==> src/design/tpcs_pkg.sv <==
// Shared types and constants for the two-process scheduler tick block.
package tpcs_pkg;

    localparam int CFG_DATA_W = 8;
    localparam int CFG_IDX_W  = 3;

    // Register indexes on the configuration port
    localparam logic [CFG_IDX_W-1:0] REG_POLICY       = 3'd0;
    localparam logic [CFG_IDX_W-1:0] REG_QUANTUM      = 3'd1;
    localparam logic [CFG_IDX_W-1:0] REG_FIRST_CPU_A  = 3'd2;
    localparam logic [CFG_IDX_W-1:0] REG_IO_A         = 3'd3;
    localparam logic [CFG_IDX_W-1:0] REG_SECOND_CPU_A = 3'd4;
    localparam logic [CFG_IDX_W-1:0] REG_FIRST_CPU_B  = 3'd5;
    localparam logic [CFG_IDX_W-1:0] REG_IO_B         = 3'd6;
    localparam logic [CFG_IDX_W-1:0] REG_SECOND_CPU_B = 3'd7;

    // Scheduling policies
    localparam logic [1:0] POL_FCFS = 2'd0;
    localparam logic [1:0] POL_SJF  = 2'd1;
    localparam logic [1:0] POL_SRTF = 2'd2;
    localparam logic [1:0] POL_RR   = 2'd3;

    // Process state codes
    localparam logic [1:0] ST_READY = 2'd0;
    localparam logic [1:0] ST_RUN   = 2'd1;
    localparam logic [1:0] ST_WAIT  = 2'd2;
    localparam logic [1:0] ST_DONE  = 2'd3;

    // Register reset values
    localparam logic [1:0] RST_POLICY  = POL_FCFS;
    localparam logic [7:0] RST_QUANTUM = 8'd1;
    localparam logic [7:0] RST_CPU     = 8'd1;
    localparam logic [7:0] RST_IO      = 8'd0;

    typedef logic [1:0] t_pstate;

    typedef struct packed {
        logic [1:0] policy;
        logic [7:0] quantum;
        logic [7:0] first_cpu_a;
        logic [7:0] io_a;
        logic [7:0] second_cpu_a;
        logic [7:0] first_cpu_b;
        logic [7:0] io_b;
        logic [7:0] second_cpu_b;
    } t_cfg;

    typedef struct packed {
        logic restart;
    } t_in;

    typedef struct packed {
        t_pstate code_a;
        t_pstate code_b;
        logic    all_done;
    } t_out;

endpackage

==> src/design/tpcs_step.sv <==
// Next-state logic for one scheduler tick: completion, slice, IO, dispatch, count down.
module tpcs_step
    import tpcs_pkg::*;
#(
    parameter int CW = 8
) (
    input  logic    i_restart,
    input  t_cfg    i_cfg,
    input  t_pstate i_state_a,
    input  t_pstate i_state_b,
    input  logic [CW-1:0] i_cpu_a,
    input  logic [CW-1:0] i_cpu_b,
    input  logic [CW-1:0] i_io_a,
    input  logic [CW-1:0] i_io_b,
    input  logic [CW-1:0] i_slice,
    output t_pstate o_state_a,
    output t_pstate o_state_b,
    output logic [CW-1:0] o_cpu_a,
    output logic [CW-1:0] o_cpu_b,
    output logic [CW-1:0] o_io_a,
    output logic [CW-1:0] o_io_b,
    output logic [CW-1:0] o_slice,
    output t_out    o_result
);

    localparam int LW = (CW > 8) ? CW : 8;

    // Load an 8-bit length into a counter, saturating when the counter is narrower
    function automatic logic [CW-1:0] load_cnt(input logic [7:0] v);
        logic [LW-1:0] wide;
        logic [LW-1:0] cmax;
        wide = LW'(v);
        cmax = LW'({CW{1'b1}});
        return (wide > cmax) ? {CW{1'b1}} : wide[CW-1:0];
    endfunction

    function automatic logic [CW-1:0] dec_sat(input logic [CW-1:0] v);
        return (v == '0) ? v : v - CW'(1);
    endfunction

    t_pstate       sa, sb;
    logic [CW-1:0] ca, cb, ia, ib, sl, q;

    always_comb begin
        sa = i_state_a;
        sb = i_state_b;
        ca = i_cpu_a;
        cb = i_cpu_b;
        ia = i_io_a;
        ib = i_io_b;
        sl = i_slice;

        if (i_restart) begin
            sa = ST_READY;
            sb = ST_READY;
            ca = load_cnt(i_cfg.first_cpu_a);
            ia = load_cnt(i_cfg.io_a);
            cb = load_cnt(i_cfg.first_cpu_b);
            ib = load_cnt(i_cfg.io_b);
            sl = load_cnt(i_cfg.quantum);
        end
        q = load_cnt(i_cfg.quantum);

        // burst completion, A first, at most one per tick
        if (sa == ST_RUN && ca == '0) begin
            sa = (ia == '0) ? ST_DONE : ST_WAIT;
        end else if (sb == ST_RUN && cb == '0) begin
            sb = (ib == '0) ? ST_DONE : ST_WAIT;
        end

        // slice expiry under round robin
        if (i_cfg.policy == POL_RR) begin
            if (sa == ST_RUN && sl == '0) begin
                sa = ST_READY;
                sl = q;
                if (sb == ST_READY) sb = ST_RUN;
            end
            if (sb == ST_RUN && sl == '0) begin
                sb = ST_READY;
                sl = q;
                if (sa == ST_READY) sa = ST_RUN;
            end
        end

        // IO completion, with preemption of the other process under SRTF
        if (sa == ST_WAIT && ia == '0) begin
            ca = load_cnt(i_cfg.second_cpu_a);
            if (i_cfg.policy == POL_SRTF && ca < cb && (sb == ST_RUN || sb == ST_READY)) begin
                sa = ST_RUN;
                sb = ST_READY;
            end else begin
                sa = ST_READY;
            end
        end
        if (sb == ST_WAIT && ib == '0) begin
            cb = load_cnt(i_cfg.second_cpu_b);
            if (i_cfg.policy == POL_SRTF && cb < ca && (sa == ST_RUN || sa == ST_READY)) begin
                sb = ST_RUN;
                sa = ST_READY;
            end else begin
                sb = ST_READY;
            end
        end

        // dispatch onto a free CPU
        if (sa == ST_READY && sb == ST_READY) begin
            if (i_cfg.policy == POL_FCFS || i_cfg.policy == POL_RR || ca <= cb) begin
                sa = ST_RUN;
            end else begin
                sb = ST_RUN;
            end
            sl = q;
        end else if (sa == ST_READY && sb != ST_RUN) begin
            sa = ST_RUN;
            sl = q;
        end else if (sb == ST_READY && sa != ST_RUN) begin
            sb = ST_RUN;
            sl = q;
        end

        o_result.code_a   = sa;
        o_result.code_b   = sb;
        o_result.all_done = (sa == ST_DONE) && (sb == ST_DONE);

        // count down
        o_state_a = sa;
        o_state_b = sb;
        o_slice   = dec_sat(sl);
        o_cpu_a   = (sa == ST_RUN)  ? dec_sat(ca) : ca;
        o_io_a    = (sa == ST_WAIT) ? dec_sat(ia) : ia;
        o_cpu_b   = (sb == ST_RUN)  ? dec_sat(cb) : cb;
        o_io_b    = (sb == ST_WAIT) ? dec_sat(ib) : ib;
    end

endmodule
==> config.mk <==
export PLATFORM = sky130hd
export DESIGN_NAME = tpcs_step
export DESIGN_NICKNAME = d
export VERILOG_FILES = /design/src/design/tpcs_pkg.sv /design/src/design/tpcs_step.sv
export SDC_FILE = /design/constraint.sdc
export NUM_CORES = 1
export LEC_CHECK = 0
export BUFFER_PORTS_ARGS = -buffer_cell sky130_fd_sc_hd__buf_2
export CAP_MARGIN = 20
export CORE_ASPECT_RATIO = 2
export CORE_MARGIN = 3
export CORE_UTILIZATION = 49
export DETAILED_ROUTE_END_ITERATION = 7
export PLACE_DENSITY = 0.85
export SYNTH_ARGS = -nofsm -noshare
export SYNTH_HDL_FRONTEND = slang
export SYNTH_SLANG_ARGS = --single-unit
==> constraint.sdc <==
create_clock -name vclk -period 8.5
set_clock_uncertainty 0.2 [all_clocks]
set_input_delay 0.425 -clock vclk [all_inputs]
set_output_delay 0.425 -clock vclk [all_outputs]
set_load 0.02 [all_outputs]
Yosys cells after proc, flatten, opt, wreduce, memory -nomap -nowiden. Index checks and enable logic that the tools add are counted.

Register bits after elaboration: 0. Input port bits: 103. Word-level logic and storage cells: 129. Output and inout bits: 49.

Add/sub/neg operators: 5. Equality and inequality tests: 18. Mux-type cells: 62. $lt $le $gt $ge: 10. Reductions and logical operators: 34.

Operators by type and width (count): $mux 8 (30); $logic_not 8->1 (9); $gt 8x8->1 const B (7); $mux 2 (28); $sub 8x1->8 const B (5); $eq 2x1->1 const B (8); $eq 2x2->1 const B (8); $lt 8x8->1 (2); $logic_and 1x1->1 (14); $logic_not 2->1 (7); $le 8x8->1 (1); $logic_or 1x1->1 (4); $mux 1 (4); $ne 2x1->1 const B (2).

Depth between registers and ports, before layout.
Word-level depth: 32. Mapped depth: 28. Gate-level depth less buffers: 21.

Worst setup path after synthesis. Ideal clock, no wire load.

Path type: in2out. Start point: input port i_restart. End point: output port o_slice[1]. Path buffers: 7. Path slack: 1.510 ns. Stages on the path: 27. Arrival time: 6.365 ns. Required time: 7.875 ns. Cells stage by stage: buf_2 -> buf_2 -> buf_1 -> buf_2 -> buf_1 -> mux2i_1 -> ha_1 -> o211ai_1 -> nor3_4 -> buf_2 -> nor2_1 -> a21oi_1 -> ha_1 -> o21ai_0 -> a211oi_1 -> a221oi_1 -> o2111ai_1 -> a21boi_1 -> o32ai_1 -> nand2_1 -> buf_2 -> a22oi_1 -> ha_1 -> inv_1 -> a211o_1 -> nor2_4 -> mux2i_1.

Longest elaborated chain between the ends: 30. Elaborated cells between the ends (all ways): 80. Classes of those cells: add/sub (1); order compare (2); eq/ne (10); mux (39); reduce/logical (28).

RTL lines: start: declaration (RTL line tpcs_step.sv:7) `input logic i_restart,`; branches (longest 27 deep; another with $mux 8); $mux 8 (*) (RTL line tpcs_step.sv:106) `if (sa == ST_READY && sb == ST_READY) begin`; $sub 8x1->8 or $logic_not 8->1 (tied branches) (RTL line tpcs_step.sv:38) `return (v == '0) ? v : v - CW'(1);`; $mux 8 (*) (RTL line tpcs_step.sv:38); end: declaration (RTL line tpcs_step.sv:22) `output logic [CW-1:0] o_slice,`.

Mark *: on every way between the ends. The select of a mux whose other input is x is not followed.

Worst setup path in the final report.
Start point: input port i_restart. End point: output port o_slice[5].

The elaborated chain is that of the path after synthesis.

==> flow_metrics.py <==
metrics = {
    "outcome": {
        "run_status": "complete, no violations",
    },
    "worst_setup_path": {
        "cpPeakStageDelay_ns": 0.58,
        "slowest_stage": "nor2_1",
        "required_ns": 7.88,
        "worstPathMaxFanout": 23,
        "end_kind": "output pin",
        "path_cells": "buf_2 > mux2i_1 > ha_1 > o211ai_1 > nor3_4 > nor2_1 > a21oi_1 > ha_1 > o21ai_0 > a2111oi_0 > nor4_1 > o2111ai_1 > a21boi_1 > o32a_2 > nor2_1 > a22oi_1 > ha_1 > inv_1 > a211o_1 > nor2b_1 > mux2_4 > buf_2",
        "crit_family": "compound AO/OA/AOI/OAI gates",
        "cp_common_cell": "ha_1",
        "critPathBufInv": 3,
        "cp-start-kind": "input port",
        "worstPathArrival_ns": 6.39,
        "critPathKind": "in -> out",
    },
    "timing": {
        "period_share_pct": 82.5,
        "fin_crit_ns": 7.01,
        "rsz0062_at_grt": "no",
        "fmax_mhz": 143,
        "setup_slack_ns": 1.49,
        "setup-tns-final_ns": 0,
        "hold_viol": 0,
        "setup_viol": 0,
        "worst_slew_pin_slew_ns": 0.716,
        "slew_violations": 0,
        "slew_headroom_pct": 51.9,
    },
    "synthesis": {
        "yosys-top-cells-area": "ha_1 14%, mux2i_1 13%, nor2_1 4.8%, mux2_2 4.4%, xnor2_1 3.7%",
        "syn_area_um2": 3040,
        "syn_inst": 420,
        "synthesis.nets": 557,
        "ys_seq_area_share_pct": 0,
        "synth_top_area_cell": "ha_1",
        "ys.warnings.count": 0,
        "synth.top_cells.by_count": "40 x mux2i_1, 39 x nor2_1, 34 x ha_1, 26 x nand2_1, 23 x inv_1",
        "syn_area_per_cell_um2": 7.25,
        "synth_top_cell_area_share_pct": 14.0,
        "synth_cell_type_count": 76,
        "synth.most_common_cell": "mux2i_1",
    },
    "final_layout": {
        "drive_gt1_share_pct": 34.0,
        "n_antenna_cell": 0,
        "register_area_um2": 0,
        "fill_cells": 581,
        "areaGrowthSynthToFinish_pct": 25.3,
        "nets": 698,
        "finalNonFillerCells": 622,
        "seq_cells": 0,
        "clock_buffer_count": 0,
        "design_area_um2": 3810,
        "multi_input_area_um2": 2860,
    },
    "place": {
        "gp_congestion": 1.07,
        "placed_area_um2": 3810,
        "io_buffers": 152,
        "placed_cells": 622,
        "dp_slack_ns": 1.54,
        "dp_hpwl_um": 9790,
    },
    "die": {
        "coreArea_um2": 6010,
        "rows": 40,
        "die_w_um": 61.7,
        "boundaryPins": 152,
        "initial_core_util_pct": 50.7,
        "die_area_um2": 7250,
        "die_h_um": 117,
    },
    "global_route": {
        "grt_max_degree": 46,
        "grt_usage_pct": 31.4,
        "first_global_vias": 4011,
        "antenna_found_initial": 0,
        "grt_pass1_wl_um": 18100,
        "gr-total-overflow": 0,
    },
    "hold_path": {
        "worstHoldPathType": "in -> out",
        "min_path_cells": 4,
        "whs_endpoint": "o_io_a[3]",
        "hp-start": "i_cfg[35]",
    },
    "routing": {
        "vias_per_cell": 6.34,
        "wl_per_cell_um": 18.2,
        "drt-initial-drc-count": 190,
        "antenna_violating_nets_post_route": 0,
        "vias": 3945,
        "wl_um": 11300,
        "drt-pass1-iter-count": 5,
        "drt_drc_violations_left": 0,
    },
    "flow_run": {
        "drv_cap": 0,
    },
    "pwr": {
        "p_leak_nw": 1.85,
        "vdd.ir_drop.worst_mv": 0.0388,
        "report.power.total_mw": 0.247,
        "p_per_area_nw_per_um2": 64.8,
    },
    "clock_tree": {
        "cts_setup_buffers": 0,
        "post_cts_resized": 0,
        "cts_hold_buffers": 0,
    },
}
## stage by stage
stage	util, %	hold WS [ns]
finish	63.5	1.01
global route	63.5	1.03
CTS	63.5	1.01
detailed placement	63.5	1.01
global placement	63.5	1.01
floorplan	-	0.838
## worst min-delay path, stage by stage
cell	delay (ns)
buf_2	0.09
nand2_1	0.05
o21ai_1	0.05
buf_2	0.16
## layer usage
| metal | share of wire [%] | GRT usage (%) | wire length, um |
|---|---|---|---|
| met1 | 32 | 30.9 | 3670 |
| met2 | 56 | 59.2 | 6290 |
| met3 | 5.0 | 1.43 | 568 |
| met4 | 7.0 | 17.5 | 792 |
| met5 | 0 | 0 | 0 |
## layout by cell type, fill, tap and decap left out, types with 11 or more instances in the layout
master and n:
buf_2 152, mux2i_1 40, nor2_1 39, ha_1 34
nand2_1 26, inv_1 23, a21oi_1 21, o21ai_0 17
nor3_1 14, xnor2_1 13, mux2_2 12, nand4_1 11
nand3_1 11
## power by group
part	internal, mW	switching [mW]
registers	0	0
logic	0.0968	0.150
clock network	0	0
total	0.0968	0.150
## how the worst max path moves through the flow
stage                    from    endpoint  depth (start not counted)
finish              i_restart  o_slice[5]                         22
detailed placement  i_restart  o_slice[5]                         22
global route        i_restart  o_slice[5]                         22
floorplan           i_restart  o_slice[1]                         27
CTS                 i_restart  o_slice[5]                         22
global placement    i_restart  o_slice[5]                         22
## cell type report
type	instances	share of cell area (%)
tap	63	2.07
inverter	23	2.26
timing repair buffer	156	20.7
multi-input combinational	380	74.9
## kinds of logic after synthesis
kind of cell | Yosys count | share of synthesized area, %
compound gates | 110 | 25.6
xor+xnor | 20 | 5.76
fa+ha+maj | 34 | 14.0
buf+inv | 40 | 6.09
mux | 55 | 18.9
simple gates | 161 | 29.6
(Power assumes the default switching activity.)
