`src/design/tpcs_pkg.sv`:
```
// Shared types and constants for the two-process scheduler tick block.
package tpcs_pkg;

    localparam int CFG_DATA_W = 8;
    localparam int CFG_IDX_W  = 3;

    // Register indexes on the configuration port
    localparam logic [CFG_IDX_W-1:0] REG_POLICY       = 3'd0;
    localparam logic [CFG_IDX_W-1:0] REG_QUANTUM      = 3'd1;
    localparam logic [CFG_IDX_W-1:0] REG_FIRST_CPU_A  = 3'd2;
    localparam logic [CFG_IDX_W-1:0] REG_IO_A         = 3'd3;
    localparam logic [CFG_IDX_W-1:0] REG_SECOND_CPU_A = 3'd4;
    localparam logic [CFG_IDX_W-1:0] REG_FIRST_CPU_B  = 3'd5;
    localparam logic [CFG_IDX_W-1:0] REG_IO_B         = 3'd6;
    localparam logic [CFG_IDX_W-1:0] REG_SECOND_CPU_B = 3'd7;

    // Scheduling policies
    localparam logic [1:0] POL_FCFS = 2'd0;
    localparam logic [1:0] POL_SJF  = 2'd1;
    localparam logic [1:0] POL_SRTF = 2'd2;
    localparam logic [1:0] POL_RR   = 2'd3;

    // Process state codes
    localparam logic [1:0] ST_READY = 2'd0;
    localparam logic [1:0] ST_RUN   = 2'd1;
    localparam logic [1:0] ST_WAIT  = 2'd2;
    localparam logic [1:0] ST_DONE  = 2'd3;

    // Register reset values
    localparam logic [1:0] RST_POLICY  = POL_FCFS;
    localparam logic [7:0] RST_QUANTUM = 8'd1;
    localparam logic [7:0] RST_CPU     = 8'd1;
    localparam logic [7:0] RST_IO      = 8'd0;

    typedef logic [1:0] t_pstate;

    typedef struct packed {
        logic [1:0] policy;
        logic [7:0] quantum;
        logic [7:0] first_cpu_a;
        logic [7:0] io_a;
        logic [7:0] second_cpu_a;
        logic [7:0] first_cpu_b;
        logic [7:0] io_b;
        logic [7:0] second_cpu_b;
    } t_cfg;

    typedef struct packed {
        logic restart;
    } t_in;

    typedef struct packed {
        t_pstate code_a;
        t_pstate code_b;
        logic    all_done;
    } t_out;

endpackage

```
`src/design/tpcs_cfg_regs.sv`:
```
// Configuration register file: policy, quantum and burst lengths.
module tpcs_cfg_regs
    import tpcs_pkg::*;
(
    input  logic                  i_clk,
    input  logic                  i_rst_n,
    input  logic                  i_wr_en,
    input  logic [CFG_IDX_W-1:0]  i_index,
    input  logic [CFG_DATA_W-1:0] i_wdata,
    output t_cfg                  o_cfg
);

    t_cfg r_cfg;

    always_ff @(posedge i_clk) begin
        if (!i_rst_n) begin
            r_cfg.policy       <= RST_POLICY;
            r_cfg.quantum      <= RST_QUANTUM;
            r_cfg.first_cpu_a  <= RST_CPU;
            r_cfg.io_a         <= RST_IO;
            r_cfg.second_cpu_a <= RST_CPU;
            r_cfg.first_cpu_b  <= RST_CPU;
            r_cfg.io_b         <= RST_IO;
            r_cfg.second_cpu_b <= RST_CPU;
        end else if (i_wr_en) begin
            unique case (i_index)
                REG_POLICY:       r_cfg.policy       <= i_wdata[1:0];
                REG_QUANTUM:      r_cfg.quantum      <= i_wdata;
                REG_FIRST_CPU_A:  r_cfg.first_cpu_a  <= i_wdata;
                REG_IO_A:         r_cfg.io_a         <= i_wdata;
                REG_SECOND_CPU_A: r_cfg.second_cpu_a <= i_wdata;
                REG_FIRST_CPU_B:  r_cfg.first_cpu_b  <= i_wdata;
                REG_IO_B:         r_cfg.io_b         <= i_wdata;
                REG_SECOND_CPU_B: r_cfg.second_cpu_b <= i_wdata;
                default: ;
            endcase
        end
    end

    assign o_cfg = r_cfg;

endmodule

```
`config.mk`:
```
export PLATFORM = sky130hd
export DESIGN_NAME = tpcs_cfg_regs
export DESIGN_NICKNAME = d
export VERILOG_FILES = /design/src/design/tpcs_pkg.sv /design/src/design/tpcs_cfg_regs.sv
export SDC_FILE = /design/constraint.sdc
export NUM_CORES = 1
export LEC_CHECK = 0
export ABC_CLOCK_PERIOD_IN_PS = 1000
export BUFFER_PORTS_ARGS = -buffer_cell sky130_fd_sc_hd__buf_2
export CAP_MARGIN = 20
export CORE_MARGIN = 1
export CORE_UTILIZATION = 53
export CTS_CLUSTER_DIAMETER = 30
export CTS_CLUSTER_SIZE = 28
export DETAILED_ROUTE_END_ITERATION = 8
export GPL_TIMING_DRIVEN = 1
export PLACE_DENSITY = 0.83
export RECOVER_POWER = 100
export SLEW_MARGIN = 5
export SYNTH_ARGS = -nofsm -noshare
export SYNTH_HDL_FRONTEND = slang
export SYNTH_SLANG_ARGS = --single-unit
```
`constraint.sdc`:
```
create_clock -name i_clk -period 1 [get_ports i_clk]
set_input_delay 0 -clock i_clk [delete_from_list [all_inputs] [get_ports i_clk]]
set_output_delay 0 -clock i_clk [all_outputs]
set_load 0.02 [all_outputs]
```
**Word-level counts from Yosys, hierarchy flattened**

Index checks and enable logic that the tools add are counted.

- Equal/unequal tests: 7
- Reductions and logical operators: 9

Operators with widths:

| kind | number |
|---|---|
| AND reduction 2 bit | 8 |
| equality test 3 bit, second input constant | 4 |
| equality test 3 x 2 -> 1 bit, second input constant | 2 |
| equality test 3 x 1 -> 1 bit, second input constant | 1 |
| zero test 3 bit | 1 |

- Input port bits: 14
- Bits in registers: 58
- Output and inout port bits: 58

**Longest topological paths before layout**

Gate-level depths: netlist of run 1.

- Depth in word-level cells: 2
- Depth in mapped cells: 4
- Gate-level depth less buffers: 2

**Least setup slack after synthesis of run 1**

Ideal clock, no wire load.

- Path kind: flip-flop to flip-flop
- From: register o_cfg[6] (netlist name)
- To: register r_cfg (netlist bit o_cfg[6])
- Library setup time: 74 ps
- Arrival: 592 ps
- Stages on the path, launching flop included: 3
- Path slack: 334 ps
- Required time: 926 ps
- Buffers on the path: 0
- Path through: dfxtp_1 nand2_1 mux2i_1

RTL lines:

| element | RTL line | source |
|---|---|---|
| end: declaration | tpcs_cfg_regs.sv:13 | `t_cfg r_cfg;` |

**Worst setup path after layout of run 1**

- From: register r_cfg (netlist bit o_cfg[31])
- To: output port o_cfg[31] in the netlist's numbering

RTL lines:

| element | RTL line | source |
|---|---|---|
| end: declaration | tpcs_cfg_regs.sv:10 | `output t_cfg o_cfg` |

No word-level cell between the ends.

==> key figures, run 1 <==
Setup path
  – Crit path cell chain: clkbuf_1
  – Crit path max-delay family: flip-flops
  – Critical Path Max Stage Delay: 0.35 ns
  – Internal reg-to-reg setup slack: 0.35 ns
  – CP Capture Type: output pin
  – RR Startpoint: o_cfg[49]$_SDFFE_PN0P_
  – Slowest CP cell: dfxtp_1
  – Crit path max fanout: 2
  – Crit path launch type: flip-flop
  – Crit path DAT: 0.92 ns
  – Worst path bufs/invs: 1
  – WS Path Type: flip-flop to output pin
  – CP Data Required Time: 1.00 ns
  – Worst reg2reg endpoint: o_cfg[49]$_SDFFE_PN0P_
  – Register-to-Register Path Depth: 2

Timing
  – Shortest period the worst path allows: 0.917 ns
  – Worst hold margin: 0.0783 ns
  – Slew HR: 74.0%
  – Final clock skew: 0 ns
  – Setup violations, final: 0
  – Fin. Hold Viols: 0
  – Final Max Slew Viols: 0
  – Max Fclk: 1.09 GHz
  – RSZ-0062 raised after global routing: no
  – Worst-margin pin slew: 0.389 ns
  – Setup TNS: 0 ns
  – Setup ws final: 0.0834 ns
  – Final period util: 91.7%

Placement
  – DPL Wire Length: 3400 um
  – Placed Cells: 322
  – Routability cong.: 0.739
  – # port buffers: 71
  – DP Area: 2630 um^2
  – Pre-CTS WS: 0.119 ns

Clocking
  – Setup bufs post-CTS: 0
  – Worst-Skew Late Latency: 0.32 ns
  – Hold_buf cts: 1
  – Total CTS buffers: 9
  – CTS resizes: 0
  – Clock sink count: 58
  – H-tree depth: 3
  – CTS tree: yes
  – Root Driver: clkbuf_8
  – Clk slew on worst S/H paths: 0.06 ns
  – CTS max path bufs: 2

Min path
  – Hold Path Origin: i_index[0]
  – Worst hold path class: input pin to flip-flop
  – Worst Hold Depth: 3
  – Worst Hold Endpoint: o_cfg[56]$_SDFFE_PN0P_

Final layout
  – Finished Layout Cells: 339
  – Final Net Count: 300
  – Layout cell share with drive strength beyond 1: 16.5%
  – Post-Route Utilization: 72.5%
  – Diodes inserted: 0
  – Fillers: 307
  – Layout area overhead: 26.9%
  – Max reg flops: 58
  – Fin area: 2750 um^2

Synth
  – Syn nets: 218
  – EDFF count, synth: 0
  – Top cell type by total area after synthesis: dfxtp_1
  – Synthesized flop and latch total: 58
  – Largest cells by area after synthesis: dfxtp_1 54%, mux2i_1 27%, nand2_1 11%
  – Post-synthesis cell type count: 13
  – Yosys top cell area share: 53.5%
  – Most common cell in the netlist: nand2_1
  – Post-Syn Area: 2170 um^2
  – Post-synth top cells: 61 x nand2_1, 58 x dfxtp_1, 58 x mux2i_1, 6 x nor2b_1, 5 x clkbuf_1
  – YS warnings: 0
  – Syn avg cell area: 10.6 um^2
  – Part of the Yosys area used for sequential elements: 53.5%
  – Main synth FF type: dfxtp_1
  – Asr flop ratio synth: 0%
  – Cells after Synth: 204

Global route
  – Vias in the first global route: 1539
  – Largest net degree at the start of global routing: 38
  – GRT Resource Usage Total: 24.2%
  – First-pass GRT wire length: 7600 um
  – Grt total ovfl: 0
  – Initial antenna violation count: 0

Floorplanning
  – Die area: 4350 um^2
  – Initial Util: 57.1%
  – Die W: 66.0 um
  – Core area: 3800 um^2
  – Row count: 22
  – Die Y-Extent: 66.0 um
  – IO Pins: 72

Routing
  – WL/cell: 14.5 um
  – DRC violations left: 0
  – Vias per inst: 5.14
  – DR vias: 1743
  – Initial drt markers: 95
  – Drt first pass iters: 4
  – Post-Route WL: 4930 um
  – Routed Antenna Nets: 0

Power and ir drop
  – Pwr dens: 1700 nW/um^2
  – Leak pwr: 1.35 nW
  – Peak supply drop: 1.16 mV
  – Overall power: 4.68 mW

Outcome
  – Status: complete, no violations

Flow run
  – Max-Cap Viols: 0
[where the power goes]
| group | internal (mW) | switching [mW] | leakage [nW] |
|---|---|---|---|
| Clock | 1.10 | 0.821 | 0.0965 |
| Combinational | 0.136 | 0.239 | 0.781 |
| Sequential | 2.36 | 0.0283 | 0.470 |
| Total | 3.59 | 1.09 | 1.35 |
[logic make-up (layout without fill, tap and decap cells)]
group / count (synthesis) / in the layout / synth area share (%)
AND/OR/NAND/NOR: 75 / 75 / 16.4
flip-flops: 58 / 58 / 53.5
buffers and inverters: 13 / 100 / 3.34
multiplexers: 58 / 58 / 26.8
[routing by layer]
| layer | global-route usage [%] | wire length [um] | vias to the layer above | share of wire, % |
|---|---|---|---|---|
| li1 | - | - | 849 | - |
| met1 | 30.7 | 2220 | 822 | 45 |
| met2 | 37.2 | 2340 | 65 | 47 |
| met3 | 8.10 | 310 | 7 | 6.3 |
| met4 | 10.1 | 62 | 0 | 1.3 |
| met5 | 0 | 0 | - | 0 |
[cell type report]
type                            count  area (um^2)  area share, %
Clock buffer                       14          173           6.27
Clock inverter                      2         10.0          0.363
Multi-Input combinational cell    133          936           34.0
Sequential cell                    58         1160           42.2
Tap cell                           48         60.1           2.18
Timing Repair Buffer               84          414           15.0
[how the worst max path moves through the flow]
stage	start	end	slack (ns)	depth (start not counted)
2_1_floorplan	o_cfg[6]$_SDFFE_PN0P_	o_cfg[6]$_SDFFE_PN0P_	0.33	2
3_3_place_gp	i_index[2]	o_cfg[2]$_SDFFE_PN0P_	0.15	3
3_5_place_dp	i_index[2]	o_cfg[39]$_SDFFE_PN0P_	0.12	4
4_1_cts	o_cfg[14]$_SDFFE_PN0P_	o_cfg[14]	0.14	1
5_1_grt	o_cfg[21]$_SDFFE_PN0P_	o_cfg[21]	0.05	1
6_report	o_cfg[31]$_SDFFE_PN0P_	o_cfg[31]	0.08	1
[cell usage in the layout (no fill, tap or decap), types with 2 or more instances in the layout]
| cell type | netlist | layout |
|---|---|---|
| nand2_1 | 61 | 61 |
| mux2i_1 | 58 | 58 |
| dfxtp_1 | 58 | 58 |
| clkbuf_1 | 5 | 53 |
| buf_2 | 4 | 18 |
| clkbuf_8 | 0 | 12 |
| buf_4 | 3 | 9 |
| nor2b_1 | 6 | 6 |
| nand4bb_1 | 3 | 3 |
| clkbuf_2 | 0 | 3 |
| nand4b_1 | 2 | 2 |
| clkinv_2 | 0 | 2 |
| buf_12 | 0 | 2 |
(Power assumes the default switching activity.)
==> run 2: changes to the inputs <==
- BUFFER_PORTS_ARGS: -buffer_cell sky130_fd_sc_hd__buf_2 -> unset
- CORE_UTILIZATION: 53 -> 60
- DONT_BUFFER_PORTS: unset -> 1
- PLACE_DENSITY: 0.83 -> 0.76
==> run 2 against run 1 <==
Compared with the run above:
- the run now ends with hold timing left
- utilization rose by 5.8 points
- first-iteration DRC count grew 23%
- sequential power about the same
- critical path depth did not move
- register-to-register slack worse by 0.08 ns
- worst setup slack got worse by 0.027 ns
- die area is 11% lower
- clock power is 5% lower
- clock-buffer cell count increased by 1
- power fell by 3.7%
- combinational power shrank 24%
- critical endpoint is now o_cfg[38]
==> key figures, run 2 (synthesis gave the netlist of run 1 again) <==
Outcome
  – Status: finished, violations left
  – Failing checks: hold timing

Power and ir drop
  – P_int: 3.51 mW (-2.4%)
  – Peak supply drop: 1.91 mV (+66%)
  – Pwr dens: 1700 nW/um^2 (about the same)
  – Leak pwr: 1.41 nW (+4.4%)
  – Power share of the combinational group: 6.3% (-1.7 points)
  – Clock power frac: 40.7% (-0.2 points)
  – Sw Pwr: 999 uW (-8.2%)
  – Overall power: 4.51 mW (-3.7%)
  – Sequential Power Share: 53.0% (+1.9 points)
  – Net Sw Frac: 22.2% (-1.1 points)

Setup path
  – Critical Path Max Stage Delay: 0.36 ns (about the same)
  – CP Capture Type: output pin
  – WS Path Type: flip-flop to output pin
  – Crit path max-delay family: flip-flops
  – Crit path cell chain: clkbuf_2
  – Crit path DAT: 0.94 ns (+0.02 ns)
  – Crit path launch type: flip-flop
  – Crit path max fanout: 2 (unchanged)
  – Slowest CP cell: dfxtp_1
  – CP Data Required Time: 1.00 ns (about the same)
  – Worst path bufs/invs: 1 (unchanged)

Routing
  – Vias per inst: 5.42 (+5.4%)
  – WL/cell: 16.3 um (+12%)
  – DR vias: 1707 (-2.1%)
  – Routed Antenna Nets: 0 (unchanged)
  – Drt first pass iters: 5 (+1)
  – DRC violations left: 0 (unchanged)
  – Post-Route WL: 5120 um (+3.9%)
  – Initial drt markers: 117 (+23%)

Floorplanning
  – Die W: 62.1 um (-5.8%)
  – Row count: 21 (-4.5%)
  – Initial Util: 64.0% (+6.9 points)
  – IO Pins: 72 (unchanged)
  – Core area: 3390 um^2 (-11%)
  – Die Y-Extent: 62.1 um (-5.8%)
  – Die area: 3860 um^2 (-11%)

Timing
  – Setup ws final: 0.0569 ns (-0.0265 ns)
  – Slew HR: 73.1% (-0.92 points)
  – RSZ-0062 raised after global routing: no
  – Fin. Hold Viols: 58 (+58)
  – Final period util: 94.3% (+2.7 points)
  – Setup TNS: 0 ns (unchanged)
  – Max Fclk: 1.06 GHz (-2.8%)
  – Final clock skew: 0 ns (unchanged)
  – Worst hold margin: -0.246 ns (-0.324 ns)
  – Shortest period the worst path allows: 0.943 ns (+0.0265 ns)
  – Worst-margin pin slew: 0.402 ns (+0.0138 ns)
  – Setup violations, final: 0 (unchanged)
  – Final Max Slew Viols: 0 (unchanged)

Final layout
  – Post-Route Utilization: 78.3% (+5.8 points)
  – Layout cell share with drive strength beyond 1: 28.6% (+12 points)
  – Most frequent cells in the layout: 61 x nand2_1, 58 x mux2i_1, 58 x dfxtp_1
  – Diodes inserted: 0 (unchanged)
  – Final Net Count: 278 (-7.3%)
  – Commonest non-fill, non-tap cell in the layout: nand2_1
  – Finished Layout Cells: 315 (-7.1%)
  – Layout area overhead: 22.3%
  – Max reg flops: 58 (unchanged)

Placement
  – Placed Cells: 298 (-7.5%)
  – DPL Wire Length: 3520 um (+3.4%)
  – Pre-CTS WS: 0.272 ns (+0.152 ns)
  – # port buffers: 0 (-100%)
  – Routability cong.: 0.827 (+12%)

Clocking
  – Clk slew on worst S/H paths: 0.09 ns (+0.03 ns)
  – Total CTS buffers: 9 (unchanged)
  – H-tree depth: 3 (unchanged)
  – CTS max path bufs: 2 (unchanged)
  – Hold_buf cts: 1 (unchanged)
  – CTS tree: yes
  – CTS resizes: 0 (unchanged)
  – Root Driver: clkbuf_4
  – Worst-Skew Late Latency: 0.39 ns (+0.07 ns)
  – Clock sink count: 58 (unchanged)

Flow run
  – Max-Cap Viols: 0 (unchanged)

Global route
  – Largest net degree at the start of global routing: 68 (+79%)
  – Grt total ovfl: 0 (unchanged)
  – Vias in the first global route: 1718 (+12%)
  – GRT Resource Usage Total: 29.0% (+4.9 points)
  – First-pass GRT wire length: 8440 um (+11%)
  – Initial antenna violation count: 0 (unchanged)

Min path
  – Worst hold path class: input pin to flip-flop
==> run 2: path summary, 6_finish.rpt <==
check | end | slack (ns) | cells after the start | start
hold reg to reg | o_cfg[25]$_SDFFE_PN0P_ | 0.47 | 2 | o_cfg[25]$_SDFFE_PN0P_
setup / recovery | o_cfg[38] | 0.06 | 1 | o_cfg[38]$_SDFFE_PN0P_
setup reg to reg | o_cfg[24]$_SDFFE_PN1P_ | 0.27 | 2 | o_cfg[24]$_SDFFE_PN1P_
hold / removal | o_cfg[46]$_SDFFE_PN0P_ | -0.25 | 2 | i_rst_n
==> run 2: final cells by class <==
cell class                      count  area, um^2
Fill cell                         249         737
Timing Repair Buffer               62         338
Multi-Input combinational cell    133         936
Clock inverter                      1        30.0
Sequential cell                    58        1160
Clock buffer                       15         130
Tap cell                           46        57.6
==> run 2: per-stage QoR <==
stage | cell area, um^2 | hold slack (ns)
finish | 2650 | -0.246
global route | 2650 | -0.262
CTS | 2780 | -0.253
global placement | 2610 | 0.152
detailed placement | 2610 | 0.161
floorplan | 2170 | 0.183
==> run 2: repair_timing <==
action                                  CTS  global route
endpoints found under the setup margin    0             0
setup buffers                             0             0
endpoints found under the hold margin    58            58
==> run 2: metal layers <==
metal | vias up | share of wire [%] | GRT usage [%]
met5 | - | 0 | 0
met4 | 0 | 1.6 | 13.1
met3 | 11 | 6.2 | 9.56
met2 | 61 | 52 | 51.0
met1 | 828 | 40 | 31.6
li1 | 807 | - | -
==> run 2: power groups by stage <==
stage               Combinational (mW)  Clock [mW]  Sequential (mW)
floorplan                        0.163           0             2.50
global placement                 0.295           0             2.44
detailed placement               0.305           0             2.44
CTS                              0.310        1.84             2.39
global route                     0.300        1.98             2.40
finish                           0.284        1.83             2.39
